<file path="src/bafc_pkg.sv">
// bafc_pkg: shared types and constants for the bit-aligned field copier
// no dependencies; used by bafc_merge and bit_aligned_field_copier
package bafc_pkg;

  localparam int BYTE_W      = 8;
  localparam int OFFSET_W    = 3;
  localparam int BIT_COUNT_W = 13;
  localparam int CFG_INDEX_W = 2;
  localparam int CFG_DATA_W  = BIT_COUNT_W;
  localparam int SHIFT_W     = 4;

  // configuration register indexes
  typedef enum logic [CFG_INDEX_W-1:0] {
    CFG_BIT_ORDER  = 2'd0,
    CFG_DST_OFFSET = 2'd1,
    CFG_SRC_OFFSET = 2'd2,
    CFG_BIT_COUNT  = 2'd3
  } cfg_index_t;

  // bit numbering of a byte
  typedef enum logic {
    ORDER_MSB_FIRST = 1'b0,
    ORDER_LSB_FIRST = 1'b1
  } bit_order_t;

  // per-byte controls for the shift-merge
  typedef struct packed {
    bit_order_t         order;
    logic [SHIFT_W-1:0] win_pos;  // window position of destination bit 0, 1..8
    logic [OFFSET_W-1:0] lo_pos;  // first covered bit position
    logic [SHIFT_W-1:0] hi_pos;   // one past the last covered position, 1..8
  } merge_ctl_t;

endpackage

</file>
<file path="src/bafc_merge.sv">
// bafc_merge: two-byte window shift and masked merge into the old destination byte
// depends on bafc_pkg
module bafc_merge (
  input  logic [bafc_pkg::BYTE_W-1:0] held_byte,
  input  logic [bafc_pkg::BYTE_W-1:0] src_byte,
  input  logic [bafc_pkg::BYTE_W-1:0] dst_byte,
  input  bafc_pkg::merge_ctl_t        ctl,
  output logic [bafc_pkg::BYTE_W-1:0] res_byte
);

  logic [2*bafc_pkg::BYTE_W-1:0] win_msb;
  logic [2*bafc_pkg::BYTE_W-1:0] win_lsb;
  logic [2*bafc_pkg::BYTE_W-1:0] shifted;
  logic [bafc_pkg::BYTE_W-1:0]   val;
  logic [bafc_pkg::BYTE_W-1:0]   lo_m;
  logic [bafc_pkg::BYTE_W-1:0]   hi_m;
  logic [bafc_pkg::BYTE_W-1:0]   mask;
  logic [bafc_pkg::SHIFT_W-1:0]  msb_shift;

  assign win_msb   = {held_byte, src_byte};
  assign win_lsb   = {src_byte, held_byte};
  assign msb_shift = bafc_pkg::SHIFT_W'(bafc_pkg::BYTE_W) - ctl.win_pos;

  always_comb begin
    if (ctl.order == bafc_pkg::ORDER_MSB_FIRST) begin
      shifted = win_msb >> msb_shift;
      lo_m    = 8'hff >> ctl.lo_pos;
      hi_m    = 8'hff >> ctl.hi_pos;
    end else begin
      shifted = win_lsb >> ctl.win_pos;
      lo_m    = 8'hff << ctl.lo_pos;
      hi_m    = 8'hff << ctl.hi_pos;
    end
    val  = shifted[bafc_pkg::BYTE_W-1:0];
    mask = lo_m & ~hi_m;
  end

  assign res_byte = ((val ^ dst_byte) & mask) ^ dst_byte;

endmodule

</file>
<file path="src/bit_aligned_field_copier.sv">
// bit_aligned_field_copier: top level, input register, transfer state, result register
// depends on bafc_pkg and bafc_merge
//
// Copies bit_count bits from a source byte stream starting at bit src_offset into a
// destination stream starting at bit dst_offset, MSB-first or LSB-first per bit_order.
// Send one item per destination byte (source byte plus the old destination byte), and
// one extra leading item when src_offset > dst_offset; that item only loads the held
// source byte and gives no result. The final result carries out_last. A bit_count of
// zero returns dst_byte unchanged with out_last set; counts above MAX_BITS saturate.
// One item per cycle is sustained while out_stall is low: an item sits in an input
// register, the shift-merge is one shallow stage into the result register, and the
// input register holds one item while a result waits under out_stall. Any write ends
// a transfer; the user must write registers only while idle (the block does not enforce it).
module bit_aligned_field_copier #(
  parameter int MAX_BITS = 4096
) (
  input  logic                                clk,
  input  logic                                rst_n,
  // input channel
  input  logic                                in_valid,
  output logic                                in_stall,
  input  logic [bafc_pkg::BYTE_W-1:0]         in_src_byte,
  input  logic [bafc_pkg::BYTE_W-1:0]         in_dst_byte,
  // result channel
  output logic                                out_valid,
  input  logic                                out_stall,
  output logic [bafc_pkg::BYTE_W-1:0]         out_byte,
  output logic                                out_last,
  // configuration writes
  input  logic                                cfg_valid,
  output logic                                cfg_ready,
  input  logic [bafc_pkg::CFG_INDEX_W-1:0]    cfg_index,
  input  logic [bafc_pkg::CFG_DATA_W-1:0]     cfg_data
);

  // bits_left holds up to dst_offset + MAX_BITS
  localparam int CNT_W = $clog2(MAX_BITS + 8);
  localparam int CMP_W = (CNT_W > bafc_pkg::BIT_COUNT_W) ? CNT_W : bafc_pkg::BIT_COUNT_W;
  localparam logic [CMP_W-1:0] MAX_C  = CMP_W'(MAX_BITS);
  localparam logic [CNT_W-1:0] BYTE_C = CNT_W'(bafc_pkg::BYTE_W);

  // configuration registers
  bafc_pkg::bit_order_t                 bit_order_r;
  logic [bafc_pkg::OFFSET_W-1:0]        dst_offset_r;
  logic [bafc_pkg::OFFSET_W-1:0]        src_offset_r;
  logic [bafc_pkg::BIT_COUNT_W-1:0]     bit_count_r;

  // input register
  logic                                 in_valid_r, in_valid_nxt;
  logic [bafc_pkg::BYTE_W-1:0]          in_src_r;
  logic [bafc_pkg::BYTE_W-1:0]          in_dst_r;

  // transfer state
  logic [bafc_pkg::BYTE_W-1:0]          held_r, held_nxt;
  logic [CNT_W-1:0]                     bits_left_r, bits_left_nxt;
  logic                                 primed_r, primed_nxt;
  logic                                 first_done_r, first_done_nxt;

  // result register
  logic                                 out_valid_r, out_valid_nxt;
  logic [bafc_pkg::BYTE_W-1:0]          out_byte_r, out_byte_nxt;
  logic                                 out_last_r, out_last_nxt;

  logic                                 in_xfer;
  logic                                 cfg_xfer;
  logic                                 proc;       // item in the input register is worked now
  logic                                 starting;
  logic [CMP_W-1:0]                     count_ext;
  logic [CNT_W-1:0]                     count_sat;
  logic [CNT_W-1:0]                     bl_eff;
  logic                                 primed_eff;
  logic                                 first_done_eff;
  logic                                 is_last;
  bafc_pkg::merge_ctl_t                 ctl;
  logic [bafc_pkg::BYTE_W-1:0]          merged;

  assign cfg_ready = 1'b1;
  assign cfg_xfer  = cfg_valid && cfg_ready;

  // the input register drains when the result register is free or being emptied
  assign proc     = in_valid_r && (!out_valid_r || !out_stall);
  assign in_stall = in_valid_r && !proc;
  assign in_xfer  = in_valid && !in_stall;

  // transfer start values
  assign starting  = (bits_left_r == '0);
  assign count_ext = CMP_W'(bit_count_r);
  assign count_sat = (count_ext > MAX_C) ? CNT_W'(MAX_C) : CNT_W'(count_ext);

  always_comb begin
    if (starting) begin
      bl_eff         = count_sat + CNT_W'(dst_offset_r);
      primed_eff     = !(src_offset_r > dst_offset_r);
      first_done_eff = 1'b0;
    end else begin
      bl_eff         = bits_left_r;
      primed_eff     = primed_r;
      first_done_eff = first_done_r;
    end
  end

  assign is_last = (bl_eff <= BYTE_C);

  // merge controls for this byte
  always_comb begin
    ctl.order = bit_order_r;
    if (dst_offset_r >= src_offset_r) begin
      ctl.win_pos = bafc_pkg::SHIFT_W'(bafc_pkg::BYTE_W)
                    - bafc_pkg::SHIFT_W'(dst_offset_r - src_offset_r);
    end else begin
      ctl.win_pos = bafc_pkg::SHIFT_W'(src_offset_r - dst_offset_r);
    end
    ctl.lo_pos = first_done_eff ? '0 : dst_offset_r;
    ctl.hi_pos = (bl_eff >= BYTE_C) ? bafc_pkg::SHIFT_W'(bafc_pkg::BYTE_W)
                                    : bl_eff[bafc_pkg::SHIFT_W-1:0];
  end

  bafc_merge u_merge (
    .held_byte (held_r),
    .src_byte  (in_src_r),
    .dst_byte  (in_dst_r),
    .ctl       (ctl),
    .res_byte  (merged)
  );

  // next state of the transfer and the result register
  always_comb begin
    held_nxt       = held_r;
    bits_left_nxt  = bits_left_r;
    primed_nxt     = primed_r;
    first_done_nxt = first_done_r;
    out_byte_nxt   = out_byte_r;
    out_last_nxt   = out_last_r;
    out_valid_nxt  = out_valid_r && out_stall;

    if (cfg_xfer) begin
      // any register write ends the transfer
      bits_left_nxt  = '0;
      primed_nxt     = 1'b0;
      first_done_nxt = 1'b0;
    end else if (proc) begin
      held_nxt = in_src_r;
      if (starting && (bit_count_r == '0)) begin
        // zero count: pass the old byte through, stay idle
        out_valid_nxt = 1'b1;
        out_byte_nxt  = in_dst_r;
        out_last_nxt  = 1'b1;
      end else if (!primed_eff) begin
        // priming item, no result
        bits_left_nxt  = bl_eff;
        primed_nxt     = 1'b1;
        first_done_nxt = 1'b0;
      end else begin
        out_valid_nxt = 1'b1;
        out_byte_nxt  = merged;
        out_last_nxt  = is_last;
        if (is_last) begin
          bits_left_nxt  = '0;
          primed_nxt     = 1'b0;
          first_done_nxt = 1'b0;
        end else begin
          bits_left_nxt  = bl_eff - BYTE_C;
          primed_nxt     = 1'b1;
          first_done_nxt = 1'b1;
        end
      end
    end
  end

  always_comb begin
    if (in_xfer) begin
      in_valid_nxt = 1'b1;
    end else if (proc) begin
      in_valid_nxt = 1'b0;
    end else begin
      in_valid_nxt = in_valid_r;
    end
  end

  // control registers
  always_ff @(posedge clk) begin
    if (!rst_n) begin
      bit_order_r  <= bafc_pkg::ORDER_MSB_FIRST;
      dst_offset_r <= '0;
      src_offset_r <= '0;
      bit_count_r  <= bafc_pkg::BIT_COUNT_W'(8);
      in_valid_r   <= 1'b0;
      held_r       <= '0;
      bits_left_r  <= '0;
      primed_r     <= 1'b0;
      first_done_r <= 1'b0;
      out_valid_r  <= 1'b0;
    end else begin
      if (cfg_xfer) begin
        unique case (bafc_pkg::cfg_index_t'(cfg_index))
          bafc_pkg::CFG_BIT_ORDER: begin
            bit_order_r <= bafc_pkg::bit_order_t'(cfg_data[0]);
          end
          bafc_pkg::CFG_DST_OFFSET: begin
            dst_offset_r <= cfg_data[bafc_pkg::OFFSET_W-1:0];
          end
          bafc_pkg::CFG_SRC_OFFSET: begin
            src_offset_r <= cfg_data[bafc_pkg::OFFSET_W-1:0];
          end
          bafc_pkg::CFG_BIT_COUNT: begin
            bit_count_r <= cfg_data[bafc_pkg::BIT_COUNT_W-1:0];
          end
          default: begin
          end
        endcase
      end
      in_valid_r   <= in_valid_nxt;
      held_r       <= held_nxt;
      bits_left_r  <= bits_left_nxt;
      primed_r     <= primed_nxt;
      first_done_r <= first_done_nxt;
      out_valid_r  <= out_valid_nxt;
    end
  end

  // payload registers
  always_ff @(posedge clk) begin
    if (in_xfer) begin
      in_src_r <= in_src_byte;
      in_dst_r <= in_dst_byte;
    end
    out_byte_r <= out_byte_nxt;
    out_last_r <= out_last_nxt;
  end

  assign out_valid = out_valid_r;
  assign out_byte  = out_byte_r;
  assign out_last  = out_last_r;

endmodule
</file>
<file path="config.mk">
export PLATFORM = sky130hd
export DESIGN_NAME = bit_aligned_field_copier
export DESIGN_NICKNAME = d
export VERILOG_FILES = /design/src/bafc_pkg.sv /design/src/bafc_merge.sv /design/src/bit_aligned_field_copier.sv
export SDC_FILE = /design/constraint.sdc
export NUM_CORES = 1
export LEC_CHECK = 0
export BUFFER_PORTS_ARGS = -buffer_cell sky130_fd_sc_hd__buf_2
export CORE_UTILIZATION = 50
export DETAILED_ROUTE_END_ITERATION = 10
export MAX_ROUTING_LAYER = met4
export PLACE_DENSITY = 0.79
export SLEW_MARGIN = 10
export SYNTH_ARGS = -nofsm -noshare
export SYNTH_HDL_FRONTEND = slang
export SYNTH_SLANG_ARGS = --single-unit
</file>
<file path="constraint.sdc">
create_clock -name clk -period 7.75 [get_ports clk]
set_input_delay 0.775 -clock clk [delete_from_list [all_inputs] [get_ports clk]]
set_output_delay 0.775 -clock clk [all_outputs]
set_load 0.05 [all_outputs]
</file>
### Word-level counts from Yosys, hierarchy flattened

Index checks and enable logic that the tools add are counted.

| word-level totals | value |
|---|---|
| register bits after elaboration | 70 |
| bits of input ports | 36 |
| logic and storage cells | 90 |

| operators by class | value |
|---|---|
| add/subtract/negate cells | 6 |
| $lt $le $gt $ge | 5 |
| eq/ne operators | 3 |
| shift operators | 6 |
| multiplexer cells | 24 |
| bitwise operators | 8 |
| reduce and logical (&&, ||, !) cells | 24 |

Operator list:

| cell | number |
|---|---|
| $mux W13 | 4 |
| $mux W8 | 5 |
| $shr A16 B4 Y8 | 2 |
| $logic_not A13 Y1 | 2 |
| $and A8 B8 Y8 | 2 |
| $xor A8 B8 Y8 | 2 |
| $add A13 B3 Y13 | 1 |
| $ge A13 B4 Y1 const B | 1 |
| $gt A13 B13 Y1 const B | 1 |
| $le A13 B4 Y1 const B | 1 |
| $sub A13 B4 Y13 const B | 1 |
| $mux W1 | 12 |
| $reduce_and A2 Y1 | 6 |
| $mux W4 | 2 |
| $not A8 Y8 | 1 |
| $shl A8 B3 Y8 const A | 1 |
| $shl A8 B4 Y8 const A | 1 |
| $shr A8 B3 Y8 const A | 1 |
| $shr A8 B4 Y8 const A | 1 |
| $sub A3 B3 Y4 | 2 |
| $sub A4 B4 Y4 const A | 2 |
| $logic_and A1 B1 Y1 | 5 |
| $logic_not A1 Y1 | 5 |
| $eq A2 B2 Y1 const B | 2 |
| other kinds (10) | 13 |

### Logic depth before layout (Yosys ltp)

| depth | value |
|---|---|
| depth in word-level cells | 14 |
| depth in mapped cells | 17 |

### Cells and area by module

Synthesis repeated with hierarchy kept, for this count alone.

| unflattened totals | value |
|---|---|
| cell total of the unflattened synthesis | 571 |
| area total of the unflattened synthesis | 5351.4 µm² |

Modules (own cells, without submodules):

| module | times used | cells an instance | area an instance (µm²) | seq. area each (µm²) |
|---|---|---|---|---|
| bit_aligned_field_copier | 1 | 382 | 3709.8 | 1651.6 |
| bafc_merge | 1 | 189 | 1641.6 | 0.0 |

### Least setup slack after synthesis

OpenSTA, ideal clock, no wires.

| timing path | value |
|---|---|
| kind | register -> register |
| from | register dst_offset_r[0] in the netlist's numbering |
| to | register out_byte_r (netlist bit out_byte[2]) (data pin) |
| arrival time | 3.788 ns |
| data required time | 7.490 ns |
| path slack | 3.702 ns |
| cell stages (with the launch flop) | 13 |
| path buffers | 1 |
| period minus slack after synthesis | 4.048 ns |
| cell sequence | dfxtp_1 > ha_1 > inv_1 > fa_1 > fa_1 > or2b_2 > a2111oi_4 > or4_4 > buf_6 > mux4_2 > mux4_2 > a22o_1 > mux2_2 |

| on the way | value |
|---|---|
| longest elaborated chain between the ends | 12 |
| elaborated cells on any way between the ends | 27 |
| classes of those cells | add/sub: 5; order compare: 2; shift: 6; mux: 9; bitwise: 5 |

Ends and longest elaborated chain:

| what | line | text |
|---|---|---|
| start: declaration | bit_aligned_field_copier.sv:44 | `logic [bafc_pkg::OFFSET_W-1:0] dst_offset_r;` |
| start signal: assignment | bit_aligned_field_copier.sv:200 | `dst_offset_r <= cfg_data[bafc_pkg::OFFSET_W-1:0];` |
| $add A13 B3 Y13 | bit_aligned_field_copier.sv:92 | `bl_eff = count_sat + CNT_W'(dst_offset_r);` |
| $mux W13 | bit_aligned_field_copier.sv:91 | `if (starting) begin` |
| $ge A13 B4 Y1 | bit_aligned_field_copier.sv:114 | `ctl.hi_pos = (bl_eff >= BYTE_C) ? bafc_pkg::SHIFT_W'(bafc_pkg::BYTE_W)` |
| $mux W4 | bit_aligned_field_copier.sv:114 |  |
| $shr A8 B4 Y8 or $shl A8 B4 Y8 (tied branches) | bafc_merge.sv:28, bafc_merge.sv:32 |  |
| $mux W8 | bafc_merge.sv:25 | `if (ctl.order == bafc_pkg::ORDER_MSB_FIRST) begin` |
| $not A8 Y8 | bafc_merge.sv:35 | `mask = lo_m & ~hi_m;` |
| $and A8 B8 Y8 | bafc_merge.sv:35 |  |
| $and A8 B8 Y8 (*) | bafc_merge.sv:38 | `assign res_byte = ((val ^ dst_byte) & mask) ^ dst_byte;` |
| $xor A8 B8 Y8 (*) | bafc_merge.sv:38 |  |
| $mux W8 (*) | bit_aligned_field_copier.sv:148 | `end else if (!primed_eff) begin` |
| $mux W8 (*) | bit_aligned_field_copier.sv:143 | `if (starting && (bit_count_r == '0)) begin` |
| end signal: assignment | bit_aligned_field_copier.sv:227 | `out_byte_r <= out_byte_nxt;` |
| end: declaration | bit_aligned_field_copier.sv:61 | `logic [bafc_pkg::BYTE_W-1:0] out_byte_r, out_byte_nxt;` |

Every way passes the cells marked *; elsewhere a longest branch is shown, timed or not. The select of a mux whose other input is x is not followed.
A chain may end at the register's enable or synchronous reset.

### Worst setup path in the final report

Same ends and word-level chain as after synthesis.

==> results.txt <==
- The synthesized design spends more area on one cell type than any other, namely dfxtp_1.
- Final hold violation count: 0
- Yosys mapped a number of flops with a built-in enable equal to 25.
- Number of hold buffers added after cts: 0
- STA classifies the critical path startpoint as a register.
- Clk slew on worst S/H paths: 70 ps
- After clock tree synthesis, the setup repair step added 0 buffers.
- Overall via count from detail_route: 4690
* Number of rows in the core area: 36
- The endpoint identified for the worst register-to-register timing path is out_byte[2]$_DFFE_PP_.
- Synth-to-Final Area Change: 8.832%
- Sequential cells were found to cover 32.12% of the synthesized design area.
* Bufs on Longest Clock Path: 2
- The worst path needs 4463 ps of the cycle, external delays included.
* Yosys warnings: 0
- For this design the top-level I/O count stands at 48.
* Core Area: 9864 um2
- The tightest min-delay check is of the reg2reg type.
- TritonCTS built the clock tree.
* Setup slack on the worst flop-to-flop path: 3290 ps
* Final Setup Violations: 0
- Combined area of all synthesized cells: 5142 um2
* Sum of routed wire length over all layers: 13.57 mm
- Setup skew after layout: 10.09 ps
- Post-CTS sizing: 0
- Dpl cells: 734
* Top cells by area, synth: dfxtp_1, edfxtp_1, mux2i_1
- The number of nets handed over by synthesis was 629.
- In this run the horizontal extent of the chip is 103.4 um.
- Period utilization: 57.59%
- Antenna violations before repair: 0
- In this run the worst setup path terminates at out_byte[2]$_DFFE_PP_.
- The layout has 887 filler cells.
- In this run, distinct cell masters in the synthesized netlist total 80.
* Root Driver: clkbuf_8
- Most common library cells after synthesis: nand2_1, dfxtp_1, a21oi_1
* Launching element of the worst setup path: dst_offset_r[0]$_SDFFE_PN0P_
* First-iteration detailed-routing DRC count: 352
- Final weighted congestion of routability-driven global placement: 0.9345
- Setup repair after global routing missed its margin: false
* Cells on worst reg2reg path: 11
- Entering global routing, the biggest net connects 33 pins.
- The most used flip-flop cell after synthesis is dfxtp_1.
- Buffers placed on the I/O ports in this run total 46.
* Most frequent cell after synthesis: nand2_1
- Dividing total power by cell area gives a power density of 196.6 nW/um2.
- At the worst endpoint, the required time is 7880 ps.
* Signal arrival time at the worst endpoint: 4590 ps
* Mean instance size in the synthesized netlist: 8.836 um2
- Average wire length per cell after detail routing: 18.09 um
- Of all nets on the critical path, the largest fanout is 12.
* Clk sinks: 70
- In the routed design, unresolved DRC markers number 0.
- After detailed routing, the number of vias per cell comes to 6.253.
- Reported leakage power: 2.180 nW
- Once layout is complete, the cells apart from fillers number 750.
- ANT nets after route: 0
- The tool flagged a number of max-cap violations equal to 0.
- The max-slew violation count came to 0.
- Global route total overflow: 0
* Die area: 10690 um2
* Headroom to the max-slew limit: 25.59%
- Top-area cell type share of the netlist area: 17.52%
* Power after layout: 0.001100 W
* Die Span Y: 103.4 um
- Number of H-tree branching levels: 3
- Flip-flop and latch count after synthesis: 70
- Starting density of the core: 52.13%
* Class of the most critical setup path: reg2reg
* Final layout net count: 659
- 0 antenna diodes ended up in the layout.
- Total Negative Setup Slacks: 0 ps
* Fmax: 224.1 MHz
- Worst-skew pair later-pin latency: 380 ps
- Reg-to-Reg Start: dst_offset_r[0]$_SDFFE_PN0P_
- Number of cells produced by synthesis: 582
- Across every metal layer, demand over resource in global routing totals 28.05%.
* Worst-case vdd ir drop: 0.1630 mV
* Endpoint class of the critical path: register
* Outcome: finished clean
- Share of final-layout standard cells stronger than drive strength 1: 16.86%
- Clock buffers created by TritonCTS: 9
* Vias in the first global route: 4343
- At the pin with the least slew margin, the transition time is 1088 ps.
- Global-route wire length before repair: 21.96 mm
- Final HPWL from detailed placement: 10.14 mm
* Async set or reset register ratio after synthesis: 0%
* Drt pass-1 iters: 5
==> layout make-up <==
cell class              instances  area (um2)  share of cell area (%)
flip-flops and latches         70        1652                   29.51
clock inverters                 7       63.81                   1.140
well taps                     133       166.4                   2.973
repair buffers                 49       252.7                   4.516
clock buffers                   9       123.9                   2.213
multi-input cells             463        3267                   58.37
inverters                      19       71.32                   1.274
==> routing by layer <==
metal / up-vias / part of all wire, % / GRT usage [%]
met4: 0 / 1.9 / 10.62
met5: - / 0 / -
met3: 22 / 7.0 / 5.578
met2: 198 / 45 / 41.52
met1: 2227 / 46 / 37.77
li1: 2243 / - / -
==> sequential cells by signal, indices dropped and copies added, names as in the netlist <==
register and count:
bit_count_r 13, bit_order_r 1, bits_left_r 13, dst_offset_r 3, first_done_r 1, held_r 8
in_dst_r 8, in_src_r 8, in_valid_r 1, out_byte 8, out_last 1, out_valid 1
primed_r 1, src_offset_r 3
==> cell families (layout without fill, tap and decap cells) <==
group                    Yosys count  in the layout  share of synthesized area, %
flip-flops                        70             70                         32.12
buffers and inverters             49             84                         4.355
XOR/XNOR                          10             10                         1.703
adder cells (fa/ha/maj)           11             11                         3.114
AO/OA/AOI/OAI                    156            156                         21.56
AND/OR/NAND/NOR                  229            229                         23.38
other                              1              1                       0.07292
multiplexers                      56             56                         13.70
==> worst min path at each step <==
stage | start | cells past startpoint | slack, ps | endpoint
floorplan | first_done_r$_SDFFE_PP0P_ | 2 | 440 | first_done_r$_SDFFE_PP0P_
global placement | first_done_r$_SDFFE_PP0P_ | 2 | 460 | first_done_r$_SDFFE_PP0P_
detailed placement | first_done_r$_SDFFE_PP0P_ | 2 | 460 | first_done_r$_SDFFE_PP0P_
CTS | first_done_r$_SDFFE_PP0P_ | 2 | 470 | first_done_r$_SDFFE_PP0P_
global route | first_done_r$_SDFFE_PP0P_ | 2 | 500 | first_done_r$_SDFFE_PP0P_
finish | first_done_r$_SDFFE_PP0P_ | 2 | 470 | first_done_r$_SDFFE_PP0P_
==> report_power, final <==
group	leakage [nW]	internal, W	switching, W
Clock	0.0906	0.000146	0.000145
Combinational	1.48	0.000160	0.000230
Sequential	0.605	0.000404	0.0000157
Total	2.18	0.000709	0.000391
==> metrics by stage <==
stage,hold slack (ps),util (%),worst slack [ps],cell area (um2)
6_report,469.8,56.74,3287,5597
4_1_cts,467.9,56.74,3304,5597
3_5_place_dp,456.6,54.83,3315,5409
2_1_floorplan,436.6,-,3702,5142
5_1_grt,500.4,56.74,3005,5597
3_3_place_gp,457.1,54.83,3404,5409
==> cells in the final DEF, fill, tap and decap left out, types with 3 or more instances in the layout <==
master,count
nand2_1,73
buf_2,46
dfxtp_1,45
a21oi_1,41
nor2_1,40
mux2i_1,34
edfxtp_1,25
nor2b_1,23
inv_1,17
o21ai_0,16
nand3_1,15
nor3_1,15
a21boi_0,15
mux2_2,13
o211ai_1,12
a31oi_1,10
clkbuf_8,9
and3_1,8
a211oi_1,8
and2_1,8
o31ai_1,8
ha_1,8
nor4_1,7
xnor2_1,7
or4_1,6
nand2b_1,5
mux4_2,5
or3_1,4
nand3b_1,4
or2_2,4
o22ai_1,4
mux4_1,4
o221ai_1,4
clkinv_1,3
xor2_1,3
nand4b_1,3
o32ai_1,3
fa_1,3
buf_4,3
==> worst max-delay path, cell delays in order (launching register included) <==
cell	delay, ps
dfxtp_1	470
ha_1	290
inv_1	80
fa_1	380
fa_1	430
or2b_2	210
a2111oi_4	60
or4_4	720
mux4_1	570
mux4_2	510
a22o_1	250
mux2_2	260
No activity file was read; power rests on OpenSTA's default activity.
